**src/kli_pkg.sv**
```systemverilog
// Shared types and fixed constants of the keyframe linear interpolator.
`timescale 1ns / 1ps
`default_nettype none

package kli_pkg;

    // Q16.16 times and values, Q0.16 blend fraction.
    localparam int unsigned TimeW = 32;
    localparam int unsigned ValW  = 32;
    localparam int unsigned FracW = 16;

    typedef enum logic {
        OP_ADD   = 1'b0,
        OP_QUERY = 1'b1
    } t_op;

    typedef enum logic [1:0] {
        ST_OK    = 2'd0,
        ST_FULL  = 2'd1,
        ST_EMPTY = 2'd2
    } t_status;

    // One stored keyframe.
    typedef struct packed {
        logic        [TimeW-1:0] tkey;
        logic signed [ValW-1:0]  x;
        logic signed [ValW-1:0]  y;
        logic signed [ValW-1:0]  z;
    } t_key;

endpackage

`default_nettype wire

```
**src/kli_if.sv**
```systemverilog
// Request and result channel interfaces of the keyframe linear interpolator.
`timescale 1ns / 1ps
`default_nettype none

interface kli_in_if;
    import kli_pkg::*;

    logic                    valid;
    logic                    ready;
    t_op                     operation;
    logic        [TimeW-1:0] time_req;
    logic signed [ValW-1:0]  x_in;
    logic signed [ValW-1:0]  y_in;
    logic signed [ValW-1:0]  z_in;

    modport source (output valid, operation, time_req, x_in, y_in, z_in, input ready);
    modport sink   (input valid, operation, time_req, x_in, y_in, z_in, output ready);
endinterface

interface kli_out_if;
    import kli_pkg::*;

    logic                   valid;
    logic                   ready;
    logic signed [ValW-1:0] x_out;
    logic signed [ValW-1:0] y_out;
    logic signed [ValW-1:0] z_out;
    t_status                status;

    modport source (output valid, x_out, y_out, z_out, status, input ready);
    modport sink   (input valid, x_out, y_out, z_out, status, output ready);
endinterface

`default_nettype wire

```
**src/keyframe_linear_interpolator.sv**
```systemverilog
// Top level of the keyframe linear interpolator: key table, sequencer and shared arithmetic.
`timescale 1ns / 1ps
`default_nettype none

// The block keeps up to MAX_KEYS keyframes (time, x, y, z) sorted by time in a single-port
// write, single-port read memory, and takes one request at a time. An add request inserts
// the key after every stored key of equal time and answers with zero values and status ok,
// or with status full when the table already holds MAX_KEYS keys. A query request answers
// with status empty on an empty table, with the first key at or before the start of the
// span, with the last key at or after its end, with the earliest stored key at an exact key
// time, and otherwise with x, y and z blended linearly between the two enclosing keys. All
// values are Q16.16; the blend fraction is Q0.16. The table walk visits one memory entry at
// a time, in a read state and then a check state, because the read data is registered. An
// add moves each later stored key up one place and then writes the new key into the gap. An
// interpolating query then runs a restoring divider for the fraction and the three blends
// in turn through one shared 33 x 17 multiplier. The request side is ready whenever the
// sequencer is idle; a finished result sits in the output register and does not hold back
// the next request, and the sequencer waits only when a second result is ready before the
// first has been taken. Reset empties the table at once; no clearing pass runs, since an
// entry is read only after it has been written.
module keyframe_linear_interpolator #(
    parameter int unsigned MAX_KEYS = 16
) (
    input  logic      i_clk,
    input  logic      i_rst_n,
    kli_in_if.sink    i_in,
    kli_out_if.source o_out
);
    import kli_pkg::*;

    localparam int unsigned IW    = $clog2(MAX_KEYS);
    localparam int unsigned CW    = $clog2(MAX_KEYS + 1);
    localparam int unsigned SW    = $clog2(FracW);
    localparam int unsigned ProdW = ValW + FracW + 2;

    localparam logic [1:0] LaneX = 2'd0;
    localparam logic [1:0] LaneY = 2'd1;
    localparam logic [1:0] LaneZ = 2'd2;

    typedef enum logic [3:0] {
        S_IDLE,
        S_ADD_RD,
        S_ADD_CK,
        S_ADD_PUT,
        S_Q_RD0,
        S_Q_CK0,
        S_Q_RDL,
        S_Q_CKL,
        S_Q_RDJ,
        S_Q_CKJ,
        S_DIV,
        S_MUL,
        S_ACC,
        S_DONE
    } t_state;

    t_state                   r_state;
    logic        [CW-1:0]     r_count;
    logic        [IW-1:0]     r_idx;
    t_key                     r_new;
    t_key                     r_rdata;
    t_key                     r_prev;
    t_key                     r_cur;
    logic        [TimeW:0]    r_rem;
    logic        [TimeW-1:0]  r_den;
    logic        [FracW-1:0]  r_quo;
    logic        [SW-1:0]     r_step;
    logic        [1:0]        r_lane;
    logic signed [ProdW-1:0]  r_prod;
    logic signed [ValW-1:0]   r_res_x;
    logic signed [ValW-1:0]   r_res_y;
    logic signed [ValW-1:0]   r_res_z;
    t_status                  r_res_status;
    logic                     r_ov;
    logic signed [ValW-1:0]   r_x_out;
    logic signed [ValW-1:0]   r_y_out;
    logic signed [ValW-1:0]   r_z_out;
    t_status                  r_status_out;

    t_key                     r_mem [MAX_KEYS];

    logic                     mem_we;
    logic        [IW-1:0]     mem_waddr;
    t_key                     mem_wdata;

    logic        [TimeW:0]    rem_shift;
    logic                     div_ge;
    logic        [TimeW:0]    n_rem;
    logic signed [ValW-1:0]   lane_v0;
    logic signed [ValW-1:0]   lane_v1;
    logic signed [ValW:0]     mul_d;
    logic signed [FracW:0]    mul_f;
    logic signed [ProdW-1:0]  n_prod;
    logic signed [ValW-1:0]   acc_sum;

    assign i_in.ready   = (r_state == S_IDLE);
    assign o_out.valid  = r_ov;
    assign o_out.x_out  = r_x_out;
    assign o_out.y_out  = r_y_out;
    assign o_out.z_out  = r_z_out;
    assign o_out.status = r_status_out;

    // One restoring division step: the low bits of the shifted dividend are all zero.
    always_comb begin
        rem_shift = {r_rem[TimeW-1:0], 1'b0};
        div_ge    = (rem_shift >= {1'b0, r_den});
        n_rem     = div_ge ? (rem_shift - {1'b0, r_den}) : rem_shift;
    end

    // Shared blend unit: one lane per multiply, product floored by the arithmetic shift.
    always_comb begin
        case (r_lane)
            LaneX: begin
                lane_v0 = r_prev.x;
                lane_v1 = r_cur.x;
            end
            LaneY: begin
                lane_v0 = r_prev.y;
                lane_v1 = r_cur.y;
            end
            default: begin
                lane_v0 = r_prev.z;
                lane_v1 = r_cur.z;
            end
        endcase
        mul_d   = {lane_v1[ValW-1], lane_v1} - {lane_v0[ValW-1], lane_v0};
        mul_f   = signed'({1'b0, r_quo});
        n_prod  = mul_d * mul_f;
        acc_sum = lane_v0 + r_prod[ValW+FracW-1:FracW];
    end

    // Table writes: an insertion moves one key up a place per step, then drops the new key in.
    always_comb begin
        mem_we    = 1'b0;
        mem_waddr = r_idx;
        mem_wdata = r_new;
        case (r_state)
            S_ADD_CK: begin
                mem_we    = 1'b1;
                mem_waddr = r_idx + IW'(1);
                mem_wdata = (r_rdata.tkey > r_new.tkey) ? r_rdata : r_new;
            end
            S_ADD_PUT: begin
                mem_we = 1'b1;
            end
            default: begin
                mem_we = 1'b0;
            end
        endcase
    end

    always_ff @(posedge i_clk) begin
        if (mem_we) begin
            r_mem[mem_waddr] <= mem_wdata;
        end
        r_rdata <= r_mem[r_idx];
    end

    always_ff @(posedge i_clk) begin
        if (!i_rst_n) begin
            r_state <= S_IDLE;
            r_count <= '0;
            r_ov    <= 1'b0;
        end else begin
            // The finishing state reloads the output register itself.
            if (r_ov && o_out.ready && (r_state != S_DONE)) begin
                r_ov <= 1'b0;
            end
            case (r_state)
                S_IDLE: begin
                    if (i_in.valid) begin
                        r_new.tkey   <= i_in.time_req;
                        r_new.x      <= i_in.x_in;
                        r_new.y      <= i_in.y_in;
                        r_new.z      <= i_in.z_in;
                        r_res_x      <= '0;
                        r_res_y      <= '0;
                        r_res_z      <= '0;
                        r_res_status <= ST_OK;
                        r_idx        <= '0;
                        if (i_in.operation == OP_ADD) begin
                            if (r_count == CW'(MAX_KEYS)) begin
                                r_res_status <= ST_FULL;
                                r_state      <= S_DONE;
                            end else if (r_count == '0) begin
                                r_state <= S_ADD_PUT;
                            end else begin
                                r_idx   <= IW'(r_count - CW'(1));
                                r_state <= S_ADD_RD;
                            end
                        end else begin
                            if (r_count == '0) begin
                                r_res_status <= ST_EMPTY;
                                r_state      <= S_DONE;
                            end else begin
                                r_state <= S_Q_RD0;
                            end
                        end
                    end
                end
                S_ADD_RD: begin
                    r_state <= S_ADD_CK;
                end
                S_ADD_CK: begin
                    // A later key moved up; an earlier or equal one means the new key is placed.
                    if (r_rdata.tkey > r_new.tkey) begin
                        if (r_idx == '0) begin
                            r_state <= S_ADD_PUT;
                        end else begin
                            r_idx   <= r_idx - IW'(1);
                            r_state <= S_ADD_RD;
                        end
                    end else begin
                        r_count <= r_count + CW'(1);
                        r_state <= S_DONE;
                    end
                end
                S_ADD_PUT: begin
                    r_count <= r_count + CW'(1);
                    r_state <= S_DONE;
                end
                S_Q_RD0: begin
                    r_state <= S_Q_CK0;
                end
                S_Q_CK0: begin
                    if (r_new.tkey <= r_rdata.tkey) begin
                        r_res_x <= r_rdata.x;
                        r_res_y <= r_rdata.y;
                        r_res_z <= r_rdata.z;
                        r_state <= S_DONE;
                    end else begin
                        r_prev  <= r_rdata;
                        r_idx   <= IW'(r_count - CW'(1));
                        r_state <= S_Q_RDL;
                    end
                end
                S_Q_RDL: begin
                    r_state <= S_Q_CKL;
                end
                S_Q_CKL: begin
                    if (r_new.tkey >= r_rdata.tkey) begin
                        r_res_x <= r_rdata.x;
                        r_res_y <= r_rdata.y;
                        r_res_z <= r_rdata.z;
                        r_state <= S_DONE;
                    end else begin
                        r_idx   <= IW'(1);
                        r_state <= S_Q_RDJ;
                    end
                end
                S_Q_RDJ: begin
                    r_state <= S_Q_CKJ;
                end
                S_Q_CKJ: begin
                    // The query time lies strictly inside the span, so a key at or after it exists.
                    if (r_rdata.tkey == r_new.tkey) begin
                        r_res_x <= r_rdata.x;
                        r_res_y <= r_rdata.y;
                        r_res_z <= r_rdata.z;
                        r_state <= S_DONE;
                    end else if (r_rdata.tkey > r_new.tkey) begin
                        r_cur   <= r_rdata;
                        r_rem   <= {1'b0, r_new.tkey - r_prev.tkey};
                        r_den   <= r_rdata.tkey - r_prev.tkey;
                        r_step  <= '0;
                        r_state <= S_DIV;
                    end else begin
                        r_prev  <= r_rdata;
                        r_idx   <= r_idx + IW'(1);
                        r_state <= S_Q_RDJ;
                    end
                end
                S_DIV: begin
                    r_rem  <= n_rem;
                    r_quo  <= {r_quo[FracW-2:0], div_ge};
                    r_step <= r_step + SW'(1);
                    if (r_step == SW'(FracW - 1)) begin
                        r_lane  <= LaneX;
                        r_state <= S_MUL;
                    end
                end
                S_MUL: begin
                    r_prod  <= n_prod;
                    r_state <= S_ACC;
                end
                S_ACC: begin
                    case (r_lane)
                        LaneX:   r_res_x <= acc_sum;
                        LaneY:   r_res_y <= acc_sum;
                        default: r_res_z <= acc_sum;
                    endcase
                    if (r_lane == LaneZ) begin
                        r_state <= S_DONE;
                    end else begin
                        r_lane  <= r_lane + 2'd1;
                        r_state <= S_MUL;
                    end
                end
                S_DONE: begin
                    if (!r_ov || o_out.ready) begin
                        r_x_out      <= r_res_x;
                        r_y_out      <= r_res_y;
                        r_z_out      <= r_res_z;
                        r_status_out <= r_res_status;
                        r_ov         <= 1'b1;
                        r_state      <= S_IDLE;
                    end
                end
                default: begin
                    r_state <= S_IDLE;
                end
            endcase
        end
    end

    // The table never holds more keys than it has room for.
    a_count_bound: assert property (@(posedge i_clk) disable iff (!i_rst_n)
        r_count <= CW'(MAX_KEYS))
        else $error("key count above table depth");

    // Keys are only ever added, one per request.
    a_count_step: assert property (@(posedge i_clk) disable iff (!i_rst_n)
        (r_count == $past(r_count)) || (r_count == $past(r_count) + CW'(1)))
        else $error("key count moved by more than one");

    // A dropped add is reported only while the table is full.
    a_full_status: assert property (@(posedge i_clk) disable iff (!i_rst_n)
        (o_out.valid && (o_out.status == ST_FULL)) |-> (r_count == CW'(MAX_KEYS)))
        else $error("full status with room in the table");

    // The partial remainder stays below the divisor, so the fraction fits in Q0.16.
    a_div_rem: assert property (@(posedge i_clk) disable iff (!i_rst_n)
        (r_state == S_DIV) |-> (r_rem < {1'b0, r_den}))
        else $error("divider remainder not below divisor");

endmodule

`default_nettype wire

```
**src/flat_wrapper.sv**
```systemverilog
// flat-port wrapper written by rule: the top's interface ports become plain ports
module keyframe_linear_interpolator_flat import kli_pkg::*;
#(
    parameter int unsigned MAX_KEYS = 16
)
  (i_clk, i_rst_n, i_in_valid, i_in_operation, i_in_time_req, i_in_x_in, i_in_y_in, i_in_z_in, i_in_ready, o_out_valid, o_out_x_out, o_out_y_out, o_out_z_out, o_out_status, o_out_ready);
  kli_in_if i_in_i ();
  kli_out_if o_out_i ();
  input  logic i_clk;
  input  logic i_rst_n;
  input wire logic [$bits(i_in_i.valid)-1:0] i_in_valid;
  input wire logic [$bits(i_in_i.operation)-1:0] i_in_operation;
  input wire logic [$bits(i_in_i.time_req)-1:0] i_in_time_req;
  input wire logic [$bits(i_in_i.x_in)-1:0] i_in_x_in;
  input wire logic [$bits(i_in_i.y_in)-1:0] i_in_y_in;
  input wire logic [$bits(i_in_i.z_in)-1:0] i_in_z_in;
  output wire logic [$bits(i_in_i.ready)-1:0] i_in_ready;
  output wire logic [$bits(o_out_i.valid)-1:0] o_out_valid;
  output wire logic [$bits(o_out_i.x_out)-1:0] o_out_x_out;
  output wire logic [$bits(o_out_i.y_out)-1:0] o_out_y_out;
  output wire logic [$bits(o_out_i.z_out)-1:0] o_out_z_out;
  output wire logic [$bits(o_out_i.status)-1:0] o_out_status;
  input wire logic [$bits(o_out_i.ready)-1:0] o_out_ready;
  assign i_in_i.valid = i_in_valid;
  assign i_in_i.operation = i_in_operation;
  assign i_in_i.time_req = i_in_time_req;
  assign i_in_i.x_in = i_in_x_in;
  assign i_in_i.y_in = i_in_y_in;
  assign i_in_i.z_in = i_in_z_in;
  assign i_in_ready = i_in_i.ready;
  assign o_out_valid = o_out_i.valid;
  assign o_out_x_out = o_out_i.x_out;
  assign o_out_y_out = o_out_i.y_out;
  assign o_out_z_out = o_out_i.z_out;
  assign o_out_status = o_out_i.status;
  assign o_out_i.ready = o_out_ready;
  keyframe_linear_interpolator #(.MAX_KEYS(MAX_KEYS)) u_core (.i_clk(i_clk), .i_rst_n(i_rst_n), .i_in(i_in_i), .o_out(o_out_i));
endmodule
```
**config.mk**
```make
export PLATFORM = sky130hd
export DESIGN_NAME = keyframe_linear_interpolator_flat
export DESIGN_NICKNAME = d
export VERILOG_FILES = /design/src/kli_pkg.sv /design/src/kli_if.sv /design/src/keyframe_linear_interpolator.sv /design/src/flat_wrapper.sv
export SDC_FILE = /design/constraint.sdc
export NUM_CORES = 2
export LEC_CHECK = 0
export ABC_CLOCK_PERIOD_IN_PS = 12400
export BUFFER_PORTS_ARGS = -buffer_cell sky130_fd_sc_hd__buf_2
export CAP_MARGIN = 20
export CORE_ASPECT_RATIO = 1.25
export CORE_MARGIN = 2
export CORE_UTILIZATION = 45
export CTS_BUF_LIST = sky130_fd_sc_hd__clkbuf_4
export DETAILED_ROUTE_END_ITERATION = 6
export SYNTH_ARGS = -nofsm -noshare
export SYNTH_HDL_FRONTEND = slang
export SYNTH_SLANG_ARGS = --single-unit
```
**constraint.sdc**
```tcl
create_clock -name i_clk -period 12.4 [get_ports i_clk]
set_clock_uncertainty 0.2 [all_clocks]
set_input_delay 1.86 -clock i_clk [delete_from_list [all_inputs] [get_ports i_clk]]
set_output_delay 1.86 -clock i_clk [all_outputs]
set_load 0.03 [all_outputs]
```
==> results.yml <==
synth:
  syn_area_um2: 130800
  synthCells: 7699
  yosysSeqAreaShare: 0.6451
  synth_cell_type_count: 94
  synth_edf_count: 2718
  synth.net_count: 8633
  async_reset_ff_frac: 0
  yosys_warnings: 0
  ys_ff_latch: 2856
  ys.flop_type: "edfxtp_1"
  synth_area_per_cell_um2: 16.99
critical_path:
  path_max_fanout: 45
  path_buf_inv: 5
  crit_cells: 34
  cp-start-kind: "register"
  critPathSlowestCell: "fa_1"
  crit_family: "adder cells"
  r2r_cells: 34
  worst_ep_required_time_ns: 13.23
  slowest_delay_ns: 0.87
  worst-r2r-setup-slack_ns: 1.33
  cp_data_arrival_time_ns: 11.90
  end_kind: "register"
  criticalPathCategory: "register to register"
  cp_common_cell: "fa_1"
floorplanning:
  dieArea_um2: 295000
  fp.dieH_um: 606.8
  die_w_um: 486.2
  std_cell_rows: 221
  design.core.area_um2: 289500
  ios: 233
  start_util: 0.4518
cts:
  cts_sinks: 2856
  insertion_delay_ns: 1.33
  cts_tree: "yes"
  ctsResizeCount: 0
  htreeDepth: 6
  hold_buffers: 0
  cts_made_buffers: 694
  cts_root_buf: "clkbuf_4"
  post-cts-setup-buffer-count: 0
  cts_buffer_depth: 4
  clk_pin_slew_worst_paths_ns: 0.07
sta:
  fmax_mhz: 90.34
  relSlewSlack: 0.2403
  period_needed_ns: 11.07
  maxSlewViolCount: 0
  hold_viol: 0
  rsz0062_at_grt: "no"
  setup_viol: 0
  finalCritPeriodShare: 0.8927
  tns_ns: 0
  tightest_slew_ns: 1.137
routing:
  first_pass_iters: 6
  postRouteAntennaNets: 0
  drc: 0
  viasPerCell: 5.616
  wl_per_cell_um: 26.90
  vias: 72060
  wirelength_um: 345200
  drtIter0Drc: 6165
final_layout:
  nNetsFinal: 9419
  n_fill_cell: 23970
  multi_input_comb_area_um2: 42490
  layout_commonest_cell: "edfxtp_1"
  seqCellArea_um2: 84380
  syn2layout_area_growth_pct: 11.83
  mostFrequentLayoutCells: "edfxtp_1, clkbuf_4, inv_1"
  final_layout_size_suffix_gt1_frac: 0.2567
flow_run:
  timing.max_cap.violations: 0
global_routing:
  grt_first_pass_wirelength_um: 504200
  gr-usage-met2: 0.3800
  antenna_found_initial: 20
  grt_max_degree: 135
  grt_usage: 0.2340
  overflow: 0
  busiest_layer: "met2"
  grt_pass1_vias: 75440
  met1_usage: 0.3213
  met3_usage: 0.03772
placed_design:
  routabilityCongestion: 0.8784
  portBuffers: 232
  post-dp-hpwl_um: 209700
hold_path:
  holdPathStages: 0
  hold_path_class: "register to register"
status:
  status: "finished clean"
## flip-flops by register name, summed over array words and instances (netlist names), 4 cells and up
signal and count:
u_core.r_mem 2048, u_core.r_new 128, u_core.r_prev 128, u_core.r_rdata 128, u_core.r_cur 96, u_core.o_out.x_out 32, u_core.o_out.y_out 32, u_core.o_out.z_out 32
u_core.r_den 32, u_core.r_prod 32, u_core.r_rem 32, u_core.r_res_x 32, u_core.r_res_y 32, u_core.r_res_z 32, u_core.r_quo 16, u_core.r_count 5
u_core.r_idx 4, u_core.r_state 4, u_core.r_step 4
## synthesized netlist by cell type (22+ instances only)
| cell | count | area share |
|---|---|---|
| a211oi_1 | 26 | 0.0015 |
| clkbuf_1 | 248 | 0.0071 |
| mux4_2 | 640 | 0.11 |
| dfxtp_1 | 138 | 0.021 |
| nand4_1 | 23 | 0.0011 |
| a21oi_1 | 174 | 0.0067 |
| ha_1 | 313 | 0.030 |
| nand2b_1 | 37 | 0.0018 |
| o21ai_0 | 136 | 0.0052 |
| buf_1 | 44 | 0.0013 |
| nor3_1 | 49 | 0.0019 |
| fa_1 | 488 | 0.075 |
| and2_1 | 264 | 0.013 |
| edfxtp_1 | 2718 | 0.62 |
| and3_1 | 22 | 0.0011 |
| xor2_1 | 60 | 0.0040 |
| xnor2_1 | 112 | 0.0075 |
| inv_1 | 769 | 0.022 |
| nor2b_1 | 38 | 0.0018 |
| a21o_1 | 178 | 0.010 |
| nor2_1 | 160 | 0.0046 |
| mux2_4 | 25 | 0.0029 |
| mux2_2 | 71 | 0.0061 |
| nand2_1 | 552 | 0.016 |
| a22o_1 | 41 | 0.0027 |
| o21a_1 | 32 | 0.0018 |
| a22oi_1 | 36 | 0.0021 |
| nand3_1 | 53 | 0.0020 |
## logic make-up (layout without fill, tap and decap cells)
kind of cell	count (synthesis)	after routing	share of synthesized area
fa+ha+maj	805	805	0.1049
mux	752	752	0.1204
buf+inv	1083	2415	0.03169
compound gates	773	773	0.04017
other cells	0	10	0
flops	2856	2856	0.6451
simple gates	1258	1258	0.04612
xor+xnor	172	172	0.01152
## per-layer routing
metal | share of wire | wire, um
met1 | 0.42 | 144600
met2 | 0.49 | 167500
met3 | 0.063 | 21810
met4 | 0.033 | 11310
met5 | 0.000052 | 18
## worst register-to-register path, delay by kind of cell, from the launching register on
family / cells / cell delay (ns)
xor gates and xnor gates: 1 / 0.09
buffers and inverters: 5 / 0.76
and+or+nand+nor: 4 / 1.27
adders and majority gates: 9 / 4.40
DFF: 1 / 0.38
AOI/OAI and AO/OA: 15 / 3.70
## cell type report
cell class                 instances  area share
antenna                           10   0.0001711
clock buffer                    1057     0.05425
clock inverter                   185    0.007776
inverter                         769     0.01974
multi-input combinational       3760      0.2905
sequential                      2856      0.5769
tap                             3791     0.03243
timing repair buffer             404     0.01820
## per-stage QoR
stage	setup WS, ns	hold slack (ns)	instance area (um2)	utilization	instances
floorplan	0.01804	0.2003	130800	-	7699
global placement	1.431	0.2035	137100	0.4736	11580
detailed placement	1.382	0.2045	137100	0.4736	11580
CTS	1.328	0.2141	146200	0.5050	12820
global route	0.6649	0.2181	146300	0.5052	12830
finish	1.331	0.2074	146300	0.5052	12830
## worst paths after layout
check / start / endpoint
hold / removal: u_core.r_res_y[1]$_DFFE_PP_ / u_core.o_out.y_out[1]$_DFFE_PP_
setup reg to reg: u_core.r_lane[0]$_SDFFCE_PN0P_ / u_core.r_prod[47]$_DFFE_PP_
setup / recovery: u_core.r_lane[0]$_SDFFCE_PN0P_ / u_core.r_prod[47]$_DFFE_PP_
hold reg to reg: u_core.r_res_y[1]$_DFFE_PP_ / u_core.o_out.y_out[1]$_DFFE_PP_
Power is not shown: default switching activity piles up to over one toggle a cycle in this logic, so the estimate is an artifact.
